**src/rtl/core/rrhl_pkg.sv**
```systemverilog
// ----------------------------------------------------------------------------
// Round-robin handle list package
// Shared constants, opcodes, command type and sequencer states.
// ----------------------------------------------------------------------------
`timescale 1ns / 1ps

package rrhl_pkg;

  // Fixed field widths of the ports.
  localparam int OP_W     = 3;
  localparam int HANDLE_W = 32;
  localparam int COUNT_W  = 5;

  // Opcodes carried on op_i.
  localparam logic [OP_W-1:0] OP_APPEND = 3'd0;
  localparam logic [OP_W-1:0] OP_REMOVE = 3'd1;
  localparam logic [OP_W-1:0] OP_POP    = 3'd2;
  localparam logic [OP_W-1:0] OP_NEXT   = 3'd3;
  localparam logic [OP_W-1:0] OP_FIND   = 3'd4;

  // Command queue between the front end and the executor.
  localparam int QUEUE_DEPTH = 2;
  localparam int QPTR_W      = $clog2(QUEUE_DEPTH);
  localparam int QCNT_W      = $clog2(QUEUE_DEPTH + 1);

  // Decoded operation kind; unknown opcodes become a no-op.
  typedef enum logic [2:0] {
    K_APPEND = 3'd0,
    K_REMOVE = 3'd1,
    K_POP    = 3'd2,
    K_NEXT   = 3'd3,
    K_FIND   = 3'd4,
    K_NOP    = 3'd5
  } kind_e;

  // One classified command as it travels through the queue.
  typedef struct packed {
    kind_e               kind;
    logic                hnull;
    logic [HANDLE_W-1:0] handle;
  } cmd_t;

  // Executor sequencer states.
  typedef enum logic [6:0] {
    S_IDLE  = 7'b0000001,
    S_LOAD  = 7'b0000010,
    S_CMP   = 7'b0000100,
    S_SH_RD = 7'b0001000,
    S_SH_WR = 7'b0010000,
    S_FIX   = 7'b0100000,
    S_RESP  = 7'b1000000
  } state_e;

endpackage

```
**src/rtl/core/rrhl_front.sv**
```systemverilog
// ----------------------------------------------------------------------------
// Round-robin handle list front end
// Accepts input transactions, decodes the opcode and masks the handle.
// ----------------------------------------------------------------------------
`timescale 1ns / 1ps

module rrhl_front import rrhl_pkg::*; #(
  parameter int HANDLE_BITS = 32
) (
  input  logic                in_valid_i,
  output logic                in_ready_o,
  input  logic [OP_W-1:0]     op_i,
  input  logic [HANDLE_W-1:0] handle_i,
  input  logic                q_full_i,
  output logic                push_o,
  output cmd_t                cmd_o
);

  localparam int STORE_BITS = (HANDLE_BITS < HANDLE_W) ? HANDLE_BITS : HANDLE_W;
  localparam logic [HANDLE_W-1:0] HANDLE_MASK =
    HANDLE_W'((65'd1 << STORE_BITS) - 65'd1);

  logic [HANDLE_W-1:0] handle_m;

  // Room in the queue is the only thing that holds off a new transaction.
  assign in_ready_o = !q_full_i;
  assign push_o     = in_valid_i && !q_full_i;

  // Only the low handle bits take part; a masked zero is a null handle.
  assign handle_m = handle_i & HANDLE_MASK;

  // Classify the transaction.
  always_comb begin
    cmd_o.handle = handle_m;
    cmd_o.hnull  = (handle_m == '0);
    case (op_i)
      OP_APPEND: cmd_o.kind = K_APPEND;
      OP_REMOVE: cmd_o.kind = K_REMOVE;
      OP_POP:    cmd_o.kind = K_POP;
      OP_NEXT:   cmd_o.kind = K_NEXT;
      OP_FIND:   cmd_o.kind = K_FIND;
      default:   cmd_o.kind = K_NOP;
    endcase
  end

endmodule

```
**src/rtl/core/rrhl_queue.sv**
```systemverilog
// ----------------------------------------------------------------------------
// Round-robin handle list command queue
// Short FIFO that decouples the front end from the executor.
// ----------------------------------------------------------------------------
`timescale 1ns / 1ps

module rrhl_queue import rrhl_pkg::*; (
  input  logic clk_i,
  input  logic rst_ni,
  input  logic push_i,
  input  cmd_t cmd_i,
  input  logic pop_i,
  output logic full_o,
  output logic empty_o,
  output cmd_t cmd_o
);

  cmd_t              slot_q [QUEUE_DEPTH];
  logic [QPTR_W-1:0] wr_ptr_q, wr_ptr_d;
  logic [QPTR_W-1:0] rd_ptr_q, rd_ptr_d;
  logic [QCNT_W-1:0] cnt_q, cnt_d;

  assign full_o  = (cnt_q == QCNT_W'(QUEUE_DEPTH));
  assign empty_o = (cnt_q == '0);
  assign cmd_o   = slot_q[rd_ptr_q];

  // Pointer and fill count update.
  always_comb begin
    wr_ptr_d = wr_ptr_q;
    rd_ptr_d = rd_ptr_q;
    cnt_d    = cnt_q;
    if (push_i) begin
      wr_ptr_d = (wr_ptr_q == QPTR_W'(QUEUE_DEPTH - 1)) ? '0 : wr_ptr_q + 1'b1;
    end
    if (pop_i) begin
      rd_ptr_d = (rd_ptr_q == QPTR_W'(QUEUE_DEPTH - 1)) ? '0 : rd_ptr_q + 1'b1;
    end
    if (push_i && !pop_i) begin
      cnt_d = cnt_q + 1'b1;
    end else if (pop_i && !push_i) begin
      cnt_d = cnt_q - 1'b1;
    end
  end

  always_ff @(posedge clk_i or negedge rst_ni) begin
    if (!rst_ni) begin
      wr_ptr_q <= '0;
      rd_ptr_q <= '0;
      cnt_q    <= '0;
    end else begin
      wr_ptr_q <= wr_ptr_d;
      rd_ptr_q <= rd_ptr_d;
      cnt_q    <= cnt_d;
    end
  end

  // Storage slots need no reset.
  always_ff @(posedge clk_i) begin
    if (push_i) begin
      slot_q[wr_ptr_q] <= cmd_i;
    end
  end

endmodule

```
**src/rtl/core/rrhl_back.sv**
```systemverilog
// ----------------------------------------------------------------------------
// Round-robin handle list executor
// Holds the entry memory, count and cursor, and sequences each command.
// ----------------------------------------------------------------------------
`timescale 1ns / 1ps

module rrhl_back import rrhl_pkg::*; #(
  parameter int CAPACITY   = 16,
  parameter int STORE_BITS = 32,
  parameter int IDX_W      = $clog2(CAPACITY),
  parameter int CNT_W      = $clog2(CAPACITY + 1)
) (
  input  logic                clk_i,
  input  logic                rst_ni,
  input  logic                q_empty_i,
  input  cmd_t                q_cmd_i,
  output logic                q_pop_o,
  output logic                out_valid_o,
  input  logic                out_ready_i,
  output logic                ok_o,
  output logic [HANDLE_W-1:0] data_o,
  output logic [COUNT_W-1:0]  count_o,
  output logic [CNT_W-1:0]    list_count_o,
  output logic [IDX_W-1:0]    cursor_o
);

  // Entry memory with one write and one registered read port.
  logic [STORE_BITS-1:0] mem_q [CAPACITY];
  logic [STORE_BITS-1:0] rd_data_q;
  logic                  mem_we, mem_re;
  logic [IDX_W-1:0]      mem_waddr, mem_raddr;
  logic [STORE_BITS-1:0] mem_wdata;

  state_e                state_q, state_d;
  cmd_t                  cmd_q, cmd_d;
  logic [IDX_W-1:0]      idx_q, idx_d;
  logic [IDX_W-1:0]      pos_q, pos_d;
  logic [IDX_W-1:0]      cur_q, cur_d;
  logic [CNT_W-1:0]      cnt_q, cnt_d;
  logic                  res_ok_q, res_ok_d;
  logic [STORE_BITS-1:0] res_data_q, res_data_d;
  logic                  out_valid_q, out_valid_d;
  logic                  out_ok_q, out_ok_d;
  logic [STORE_BITS-1:0] out_data_q, out_data_d;
  logic [CNT_W-1:0]      out_cnt_q, out_cnt_d;

  logic [CNT_W-1:0]      idx_inc;
  logic [CNT_W-1:0]      cur_ext;
  logic [CNT_W-1:0]      cnt_dec;
  logic [STORE_BITS-1:0] cmd_h;

  assign idx_inc = CNT_W'(idx_q) + CNT_W'(1);
  assign cur_ext = CNT_W'(cur_q);
  assign cnt_dec = cnt_q - CNT_W'(1);
  assign cmd_h   = cmd_q.handle[STORE_BITS-1:0];

  // Command sequencer: append, search, shift-down delete, round-robin next and cursor fix-up.
  always_comb begin
    state_d     = state_q;
    cmd_d       = cmd_q;
    idx_d       = idx_q;
    pos_d       = pos_q;
    cur_d       = cur_q;
    cnt_d       = cnt_q;
    res_ok_d    = res_ok_q;
    res_data_d  = res_data_q;
    out_ok_d    = out_ok_q;
    out_data_d  = out_data_q;
    out_cnt_d   = out_cnt_q;
    out_valid_d = out_valid_q && !out_ready_i;
    q_pop_o     = 1'b0;
    mem_we      = 1'b0;
    mem_waddr   = idx_q;
    mem_wdata   = rd_data_q;
    mem_re      = 1'b0;
    mem_raddr   = idx_q;

    case (state_q)
      S_IDLE: begin
        if (!q_empty_i) begin
          q_pop_o    = 1'b1;
          cmd_d      = q_cmd_i;
          res_ok_d   = 1'b0;
          res_data_d = '0;
          state_d    = S_RESP;
          case (q_cmd_i.kind)
            K_APPEND: begin
              if (!q_cmd_i.hnull && cnt_q != CNT_W'(CAPACITY)) begin
                mem_we    = 1'b1;
                mem_waddr = cnt_q[IDX_W-1:0];
                mem_wdata = q_cmd_i.handle[STORE_BITS-1:0];
                cnt_d     = cnt_q + CNT_W'(1);
                res_ok_d  = 1'b1;
                if (cnt_q == '0) begin
                  cur_d = '0;
                end
              end
            end
            K_REMOVE, K_FIND: begin
              if (!q_cmd_i.hnull && cnt_q != '0) begin
                idx_d   = '0;
                state_d = S_LOAD;
              end
            end
            K_POP: begin
              if (cnt_q != '0) begin
                idx_d   = '0;
                state_d = S_LOAD;
              end
            end
            K_NEXT: begin
              if (cnt_q != '0) begin
                if (cur_ext >= cnt_q) begin
                  idx_d = '0;
                  cur_d = '0;
                end else begin
                  idx_d = cur_q;
                end
                state_d = S_LOAD;
              end
            end
            default: ;
          endcase
        end
      end

      S_LOAD: begin
        mem_re    = 1'b1;
        mem_raddr = idx_q;
        state_d   = S_CMP;
      end

      S_CMP: begin
        case (cmd_q.kind)
          K_REMOVE, K_FIND: begin
            if (rd_data_q == cmd_h) begin
              res_ok_d = 1'b1;
              if (cmd_q.kind == K_FIND) begin
                res_data_d = rd_data_q;
                state_d    = S_RESP;
              end else begin
                pos_d   = idx_q;
                state_d = (idx_inc < cnt_q) ? S_SH_RD : S_FIX;
              end
            end else if (idx_inc >= cnt_q) begin
              state_d = S_RESP;
            end else begin
              idx_d   = idx_q + 1'b1;
              state_d = S_LOAD;
            end
          end
          K_POP: begin
            res_ok_d   = 1'b1;
            res_data_d = rd_data_q;
            pos_d      = idx_q;
            state_d    = (idx_inc < cnt_q) ? S_SH_RD : S_FIX;
          end
          K_NEXT: begin
            res_ok_d   = 1'b1;
            res_data_d = rd_data_q;
            cur_d      = ((cur_ext + CNT_W'(1)) >= cnt_q) ? '0 : cur_q + 1'b1;
            state_d    = S_RESP;
          end
          default: state_d = S_RESP;
        endcase
      end

      // Move the following entry down by one place.
      S_SH_RD: begin
        mem_re    = 1'b1;
        mem_raddr = idx_inc[IDX_W-1:0];
        state_d   = S_SH_WR;
      end

      S_SH_WR: begin
        mem_we    = 1'b1;
        mem_waddr = idx_q;
        mem_wdata = rd_data_q;
        idx_d     = idx_q + 1'b1;
        state_d   = ((idx_inc + CNT_W'(1)) < cnt_q) ? S_SH_RD : S_FIX;
      end

      // Shrink the list and keep the cursor on its entry, or on the next one.
      S_FIX: begin
        cnt_d = cnt_dec;
        if (cnt_dec == '0) begin
          cur_d = '0;
        end else if (cur_q > pos_q) begin
          cur_d = cur_q - 1'b1;
        end else if (cur_q == pos_q && cur_ext >= cnt_dec) begin
          cur_d = '0;
        end
        state_d = S_RESP;
      end

      S_RESP: begin
        if (!out_valid_q || out_ready_i) begin
          out_valid_d = 1'b1;
          out_ok_d    = res_ok_q;
          out_data_d  = res_data_q;
          out_cnt_d   = cnt_q;
          state_d     = S_IDLE;
        end
      end

      default: state_d = S_IDLE;
    endcase
  end

  // Control state.
  always_ff @(posedge clk_i or negedge rst_ni) begin
    if (!rst_ni) begin
      state_q     <= S_IDLE;
      cnt_q       <= '0;
      cur_q       <= '0;
      idx_q       <= '0;
      pos_q       <= '0;
      out_valid_q <= 1'b0;
    end else begin
      state_q     <= state_d;
      cnt_q       <= cnt_d;
      cur_q       <= cur_d;
      idx_q       <= idx_d;
      pos_q       <= pos_d;
      out_valid_q <= out_valid_d;
    end
  end

  // Payload registers.
  always_ff @(posedge clk_i) begin
    cmd_q      <= cmd_d;
    res_ok_q   <= res_ok_d;
    res_data_q <= res_data_d;
    out_ok_q   <= out_ok_d;
    out_data_q <= out_data_d;
    out_cnt_q  <= out_cnt_d;
  end

  // Entry memory write port.
  always_ff @(posedge clk_i) begin
    if (mem_we) begin
      mem_q[mem_waddr] <= mem_wdata;
    end
  end

  // Entry memory registered read port.
  always_ff @(posedge clk_i) begin
    if (mem_re) begin
      rd_data_q <= mem_q[mem_raddr];
    end
  end

  assign out_valid_o  = out_valid_q;
  assign ok_o         = out_ok_q;
  assign data_o       = HANDLE_W'(out_data_q);
  assign count_o      = COUNT_W'(out_cnt_q);
  assign list_count_o = cnt_q;
  assign cursor_o     = cur_q;

endmodule

```
**src/rtl/core/round_robin_handle_list.sv**
```systemverilog
// Append and a transaction turned away up front (null handle, empty or full list,
// unknown op) go straight to the response; next reads the entry at the cursor; find
// and remove compare entries in order from the head; pop and a remove that hits shift
// the later entries down, then fix the cursor. The executor runs one transaction at a
// time, working on one entry memory port at a time; the command queue takes new
// transactions while it is busy. Reset clears count, cursor, queue and output; entry memory is not cleared.
// ----------------------------------------------------------------------------
// Round-robin handle list
// Ordered list of nonzero handles with a circular round-robin cursor.
// ----------------------------------------------------------------------------
`timescale 1ns / 1ps

module round_robin_handle_list import rrhl_pkg::*; #(
  parameter int CAPACITY    = 16,
  parameter int HANDLE_BITS = 32
) (
  input  logic                clk_i,
  input  logic                rst_ni,
  input  logic                in_valid_i,
  output logic                in_ready_o,
  input  logic [OP_W-1:0]     op_i,
  input  logic [HANDLE_W-1:0] handle_i,
  output logic                out_valid_o,
  input  logic                out_ready_i,
  output logic                ok_o,
  output logic [HANDLE_W-1:0] data_o,
  output logic [COUNT_W-1:0]  count_o
);

  localparam int STORE_BITS = (HANDLE_BITS < HANDLE_W) ? HANDLE_BITS : HANDLE_W;
  localparam int IDX_W      = $clog2(CAPACITY);
  localparam int CNT_W      = $clog2(CAPACITY + 1);

  logic             push;
  logic             q_full;
  logic             q_empty;
  logic             q_pop;
  cmd_t             front_cmd;
  cmd_t             q_cmd;
  logic [CNT_W-1:0] list_count;
  logic [IDX_W-1:0] cursor;

  // Front end: accept and classify.
  rrhl_front #(
    .HANDLE_BITS (HANDLE_BITS)
  ) u_front (
    .in_valid_i (in_valid_i),
    .in_ready_o (in_ready_o),
    .op_i       (op_i),
    .handle_i   (handle_i),
    .q_full_i   (q_full),
    .push_o     (push),
    .cmd_o      (front_cmd)
  );

  // Command queue.
  rrhl_queue u_queue (
    .clk_i   (clk_i),
    .rst_ni  (rst_ni),
    .push_i  (push),
    .cmd_i   (front_cmd),
    .pop_i   (q_pop),
    .full_o  (q_full),
    .empty_o (q_empty),
    .cmd_o   (q_cmd)
  );

  // Executor.
  rrhl_back #(
    .CAPACITY   (CAPACITY),
    .STORE_BITS (STORE_BITS),
    .IDX_W      (IDX_W),
    .CNT_W      (CNT_W)
  ) u_back (
    .clk_i        (clk_i),
    .rst_ni       (rst_ni),
    .q_empty_i    (q_empty),
    .q_cmd_i      (q_cmd),
    .q_pop_o      (q_pop),
    .out_valid_o  (out_valid_o),
    .out_ready_i  (out_ready_i),
    .ok_o         (ok_o),
    .data_o       (data_o),
    .count_o      (count_o),
    .list_count_o (list_count),
    .cursor_o     (cursor)
  );

  // The entry count never exceeds the table size.
  a_count_bound: assert property (@(posedge clk_i) disable iff (!rst_ni)
    list_count <= CNT_W'(CAPACITY))
    else $error("entry count exceeds capacity");

  // An empty list keeps the cursor at the head.
  a_cursor_empty: assert property (@(posedge clk_i) disable iff (!rst_ni)
    (list_count == '0) |-> (cursor == '0))
    else $error("cursor not at head on empty list");

  // A nonempty list keeps the cursor on a held entry.
  a_cursor_range: assert property (@(posedge clk_i) disable iff (!rst_ni)
    (list_count != '0) |-> (CNT_W'(cursor) < list_count))
    else $error("cursor beyond last entry");

endmodule
```
**config.mk**
```make
export PLATFORM = sky130hd
export DESIGN_NAME = round_robin_handle_list
export DESIGN_NICKNAME = d
export VERILOG_FILES = /design/src/rtl/core/rrhl_pkg.sv /design/src/rtl/core/rrhl_front.sv /design/src/rtl/core/rrhl_queue.sv /design/src/rtl/core/rrhl_back.sv /design/src/rtl/core/round_robin_handle_list.sv
export SDC_FILE = /design/constraint.sdc
export NUM_CORES = 1
export LEC_CHECK = 0
export ABC_AREA = 0
export BUFFER_PORTS_ARGS = -buffer_cell sky130_fd_sc_hd__buf_2
export CAP_MARGIN = 20
export CORE_ASPECT_RATIO = 1.2
export CORE_MARGIN = 2
export CORE_UTILIZATION = 35
export CTS_BUF_LIST = sky130_fd_sc_hd__clkbuf_8
export DETAILED_ROUTE_END_ITERATION = 6
export GPL_ROUTABILITY_DRIVEN = 0
export MAX_ROUTING_LAYER = met4
export PLACE_DENSITY = 0.54
export SETUP_SLACK_MARGIN = 0.05
export SLEW_MARGIN = 20
export SYNTH_ARGS = -nofsm -noshare
export SYNTH_HDL_FRONTEND = slang
export SYNTH_SLANG_ARGS = --single-unit
```
**constraint.sdc**
```tcl
create_clock -name clk_i -period 7.5 [get_ports clk_i]
set_clock_uncertainty 0.15 [all_clocks]
set_input_delay 0.375 -clock clk_i [delete_from_list [all_inputs] [get_ports clk_i]]
set_output_delay 0.375 -clock clk_i [all_outputs]
set_load 0.01 [all_outputs]
```
* After elaboration in Yosys (flattened, before gate mapping) *
Memory sizes are Yosys's and may differ from the RTL's. A register that Yosys moved wholly into a read port is not among the register bits.
Index checks and enable logic that the tools add are counted.

cells by class
  add/sub/neg operators = 12
  order comparisons = 7
  equality and inequality tests = 44
  multiplexer cells = 75
  bitwise gates (word level) = 1
  reductions and logical operators = 41

operator list
  operator                                                                count
  32-bit two-way mux                                                      7
  32-bit case mux with 2 select lines                                     2
  4-bit two-way mux                                                       23
  7-bit two-way mux                                                       7
  7-bit case mux with 7 select lines                                      1
  4-bit case mux with 3 select lines                                      3
  32-bit equality test                                                    1
  32-bit logical NOT                                                      1
  7-bit case mux with 2 select lines                                      2
  3-bit by 2-bit != test with 1-bit output (second input constant)        8
  3-bit by 2-bit equality test with 1-bit output (second input constant)  6
  1-bit two-way mux                                                       16
  4-bit case mux with 2 select lines                                      2
  5-bit two-way mux                                                       3
  3-bit case mux with 5 select lines                                      1
  6-bit two-way mux                                                       2
  2-bit != test (second input constant)                                   6
  4-bit AND reduction                                                     3
  4-bit by 1-bit adder with 5-bit output (second input constant)          2
  5-bit by 1-bit adder with 5-bit output (second input constant)          2
  4-bit by 5-bit greater-or-equal comparator with 1-bit output            2
  5-bit greater-or-equal comparator                                       2
  5-bit logical NOT                                                       2
  5-bit less-than comparator                                              2
  40 further kinds                                                        74

storage, ports and cells
  flip-flop bits (word level) = 135
  bits in writable memories = 584
  input bits = 39
  memories kept = 2

memories
  name            depth  bits a word  rd ports  clocked after Yosys merged registers in  wr ports  RTL line          source
  u_back.mem_q    16     32           1         1                                        1         rrhl_back.sv:28   logic [STORE_BITS-1:0] mem_q [CAPACITY];
  u_queue.slot_q  2      36           1         0                                        1         rrhl_queue.sv:18  cmd_t slot_q [QUEUE_DEPTH];

* Logic depth before layout (Yosys ltp) *
An unclocked memory read counts as a cell.

  depth in word-level cells = 9
  mapped depth = 11

* Hierarchy *
Synthesis repeated with hierarchy kept, for this count alone.

unflattened totals
  cell total of the unflattened synthesis = 2486
  area total of the unflattened synthesis = 33462.1 um2

by module, submodules not included
  module      times used  cells an instance  area an instance (um2)  sequential area each (um2)
  rrhl_back   1           2310               30187.7                 20145.6
  rrhl_queue  1           128                2934.1                  2262.2
  rrhl_front  1           48                 340.3                   0.0

* Worst setup path after synthesis *
Ideal clock, no wire load.

  kind = register -> register
  start point = register u_back.state_q[5]
  end point = register u_back.idx_q[0]
  library setup time = 126 ps
  data arrival time = 5240 ps
  slack = 1984 ps
  cell stages (with the launch flop) = 8
  path buffers = 1
  period minus slack after synthesis = 5516 ps
  cells stage by stage = dfrtp_1 or3_1 clkbuf_1 nor4_1 nor3_1 o21ai_1 o21ai_1 a221o_1

between the ends
  word-level cells in the longest chain between the ends = 3

RTL lines
  element                                                                 RTL line          source
  from (decl)                                                             rrhl_back.sv:34   state_e state_q, state_d;
  from (signal assigned)                                                  rrhl_back.sv:220  state_q <= state_d;
  7-bit by 1-bit equality test with 1-bit output (tied with other cells)  rrhl_back.sv:78   case (state_q)
  4-bit != test (no source line) (tied with other cells)                  n/a
  9-bit AND reduction (no source line)                                    n/a
  to (signal assigned)                                                    rrhl_back.sv:223  idx_q <= idx_d;
  to (decl)                                                               rrhl_back.sv:36   logic [IDX_W-1:0] idx_q, idx_d;

Parallel ways exist; a longest one is shown, timed or not.
A chain may end at the register's enable or synchronous reset.

* Final worst setup path *
  start point = register u_back.state_q[5]
  end point = memory u_back.mem_q[3][9] (enable)

between the ends
  word-level cells in the longest chain between the ends = 4

RTL lines
  element                                                                                                           RTL line          source
  7-bit by 5-bit equality test with 1-bit output or 7-bit by 1-bit equality test with 1-bit output (tied branches)  rrhl_back.sv:78
  1-bit case mux with 2 select lines                                                                                rrhl_back.sv:78
  1-bit two-way mux                                                                                                 rrhl_back.sv:241  if (mem_we) begin
  1-bit two-way mux (not written as such)                                                                           rrhl_back.sv:242  mem_q[mem_waddr] <= mem_wdata;
  to (decl)                                                                                                         rrhl_back.sv:28

Parallel ways exist; a longest one is shown, timed or not.

==> results.sh <==
export IMPL_grt_overflow_total=0
export IMPL_reg2reg_from="u_back.state_q[5]"
export IMPL_routedWlPerCell_um=23.5
export IMPL_finalSetupViolations=0
export IMPL_worst_pin_slew_ns=1.03
export IMPL_first_pass_iters=5
export IMPL_postCtsHoldBufs=39
export IMPL_clock_sinks=751
export IMPL_synth_edf_count=722
export IMPL_synth_cell_types=69
export IMPL_min_period_ns=5.28
export IMPL_dieArea_um2=92600
export IMPL_syn_inst=2088
export IMPL_synthArstFlopShare_pct=3.86
export IMPL_post_cts_buffers=0
export IMPL_synth_area_leader_cell="edfxtp_1"
export IMPL_grt_max_degree=138
export IMPL_drc=0
export IMPL_synth_seq_area_share_pct=71.0
export IMPL_drt_iter0_markers=1624
export IMPL_layout_drive_gt1_share_pct=17.2
export IMPL_cts_root_buf="clkbuf_8"
export IMPL_p_leak_nw=12.8
export IMPL_arrival_ns=5.52
export IMPL_cp_start_kind="register"
export IMPL_routed_wl_um=81400
export IMPL_fin_area_um2=35800
export IMPL_nets=2291
export IMPL_yosysMostFrequentCell="edfxtp_1"
export IMPL_synthToLayoutAreaGrowth_pct=13.3
export IMPL_die_width_um=278
export IMPL_slew_headroom_pct=31.3
export IMPL_coreArea_um2=89300
export IMPL_track_usage_pct=17.7
export IMPL_finalCritPeriodShare_pct=70.4
export IMPL_status="finished clean"
export IMPL_place_area_um2=33400
export IMPL_ir_worst_vdd_mv=0.142
export IMPL_post_cts_resized=0
export IMPL_core_rowCount=120
export IMPL_via_per_inst=5.41
export IMPL_cts_tree="built"
export IMPL_cts_buffers=111
export IMPL_fp_dieH_um=333
export IMPL_worstSetupPathType="register to register"
export IMPL_synth_top_area_share_pct=68.7
export IMPL_numPortBuffers=78
export IMPL_drv_cap=0
export IMPL_antenna_left=0
export IMPL_worst_path_max_fanout=41
export IMPL_cts_clk_slew_worst_paths_ns=0.07
export IMPL_setup_worst_path_end_class="register"
export IMPL_insertion_delay_ns=0.73
export IMPL_r2r_cells=9
export IMPL_clock_path_buffers=3
export IMPL_grt_pass1_wl_um=120000
export IMPL_antenna_found_initial=3
export IMPL_ys_seq_elements=751
export IMPL_syn_cell_area_um2=31600
export IMPL_ios=79
export IMPL_rsz0062_at_grt="false"
export IMPL_max_freq_mhz=189
export IMPL_hold_slack_ns=0.102
export IMPL_synth_commonest_cells="722 x edfxtp_1, 209 x inv_1, 204 x nand3_1"
export IMPL_maxSlewViolCount=0
export IMPL_syn_area_per_cell_um2=15.1
export IMPL_synth_ff_type="edfxtp_1"
export IMPL_hpwl_um=47300
export IMPL_yosys_warnings=0
export IMPL_hold_class="primary input to async pin"
export IMPL_vias=18800
export IMPL_finalSetupTns_ns=0
export IMPL_synth_area_top_cells="edfxtp_1 69%, o221ai_1 5.4%, mux2_2 3.7%"
export IMPL_r2r_end="u_back.mem_q[3][9]"
export IMPL_powerDensity_nw_per_um2=289
export IMPL_r2r_setup_slack_ns=2.22
export IMPL_critPathRequiredTime_ns=7.75
export IMPL_initial_core_util_pct=35.3
export IMPL_htree_levels=3
export IMPL_syn_nets=2162
export IMPL_hold_viol=0
export IMPL_grt_pass1_vias=19100
## cells in the final DEF (no fill, tap or decap), types with 5 or more instances in the layout
master and count:
a21oi_1 14, a31oi_1 9, and2_1 33, buf_2 78, buf_4 33, clkbuf_8 114
clkinv_1 33, clkinv_2 9, dfrtp_1 27, dlygate4sd3_1 39, edfxtp_1 722, ha_1 35
inv_1 249, mux2_1 29, mux2_2 103, mux2i_1 40, nand2_1 19, nand2b_1 13
nand3_1 203, nand4_1 12, nand4b_1 5, nor2_1 15, nor2_4 17, nor2b_1 8
nor3_1 16, nor4_1 13, o2111ai_1 66, o211ai_1 6, o21ai_0 8, o221ai_1 194
xnor2_1 47, xor2_1 6
## flip-flops by register name (all words and copies together) (netlist names), 7 cells and up
register,count
u_back.res_data_q,32
u_back.mem_q,512
u_back.rd_data_q,32
u_back.cmd_h,32
u_back.data_o,32
u_back.state_q,7
u_queue.slot_q,72
## final cells by class
| type | count | area, um2 |
|---|---|---|
| sequential | 751 | 22400 |
| clock buffer | 114 | 1570 |
| multi-input combinational | 983 | 7970 |
| antenna | 2 | 5.00 |
| tap | 1159 | 1450 |
| inverter | 215 | 807 |
| timing repair buffer | 155 | 1140 |
| fill | 8131 | 53600 |
| clock inverter | 87 | 437 |
## worst max-delay path, stage by stage, from the launching register on
cell and delay, ns:
dfrtp_1 0.44, nor3_2 0.52, nand2_1 0.24, or3_1 0.51, inv_2 0.09, buf_4 0.42
and3_2 0.89, a31oi_1 0.52, nor2_4 0.71, buf_4 0.40
## how the worst max path moves through the flow
stage | end | depth (start not counted) | slack [ns] | start
after floorplan | u_back.idx_q[0] | 7 | 1.98 | u_back.state_q[5]
after global placement | u_back.mem_q[5][28] | 8 | 2.30 | u_back.state_q[5]
after detailed placement | u_back.mem_q[3][2] | 9 | 2.18 | u_back.state_q[5]
after CTS | u_back.mem_q[3][8] | 9 | 2.16 | u_back.state_q[5]
after global routing | u_back.mem_q[3][9] | 9 | 1.88 | u_back.state_q[5]
final | u_back.mem_q[3][9] | 9 | 2.22 | u_back.state_q[5]
## report_power, final
group          switching [mW]  internal (mW)
Combinational            1.20          0.642
Clock                    1.56           1.46
Sequential              0.242           5.23
Total                    3.01           7.33
## kinds of logic after synthesis
| group | synth area share [%] |
|---|---|
| buf+inv | 4.57 |
| flops | 71.0 |
| mux | 5.98 |
| simple gates | 6.52 |
| xor+xnor | 1.50 |
| compound gates | 9.08 |
| fa+ha+maj | 1.39 |
## layer usage
| metal | vias to the layer above | part of all wire [%] | wire length, um | global-route usage, % |
|---|---|---|---|---|
| met5 | - | 0 | 0 | - |
| met4 | 0 | 2.5 | 2000 | 6.04 |
| met3 | 119 | 5.3 | 4330 | 2.32 |
| met2 | 620 | 50 | 40900 | 30.2 |
| met1 | 9540 | 42 | 34100 | 21.6 |
| li1 | 8487 | - | - | - |
## per-stage QoR
stage               std cells  util (%)  worst slack (ns)  total power [mW]
floorplan                2088         -              1.98              6.75
global placement         3222      37.3              2.30              7.34
detailed placement       3223      37.3              2.18              7.40
CTS                      3463      40.0              2.16              10.4
global route             3465      40.1              1.88              10.8
finish                   3466      40.1              2.22              10.3
(Power assumes the default switching activity.)
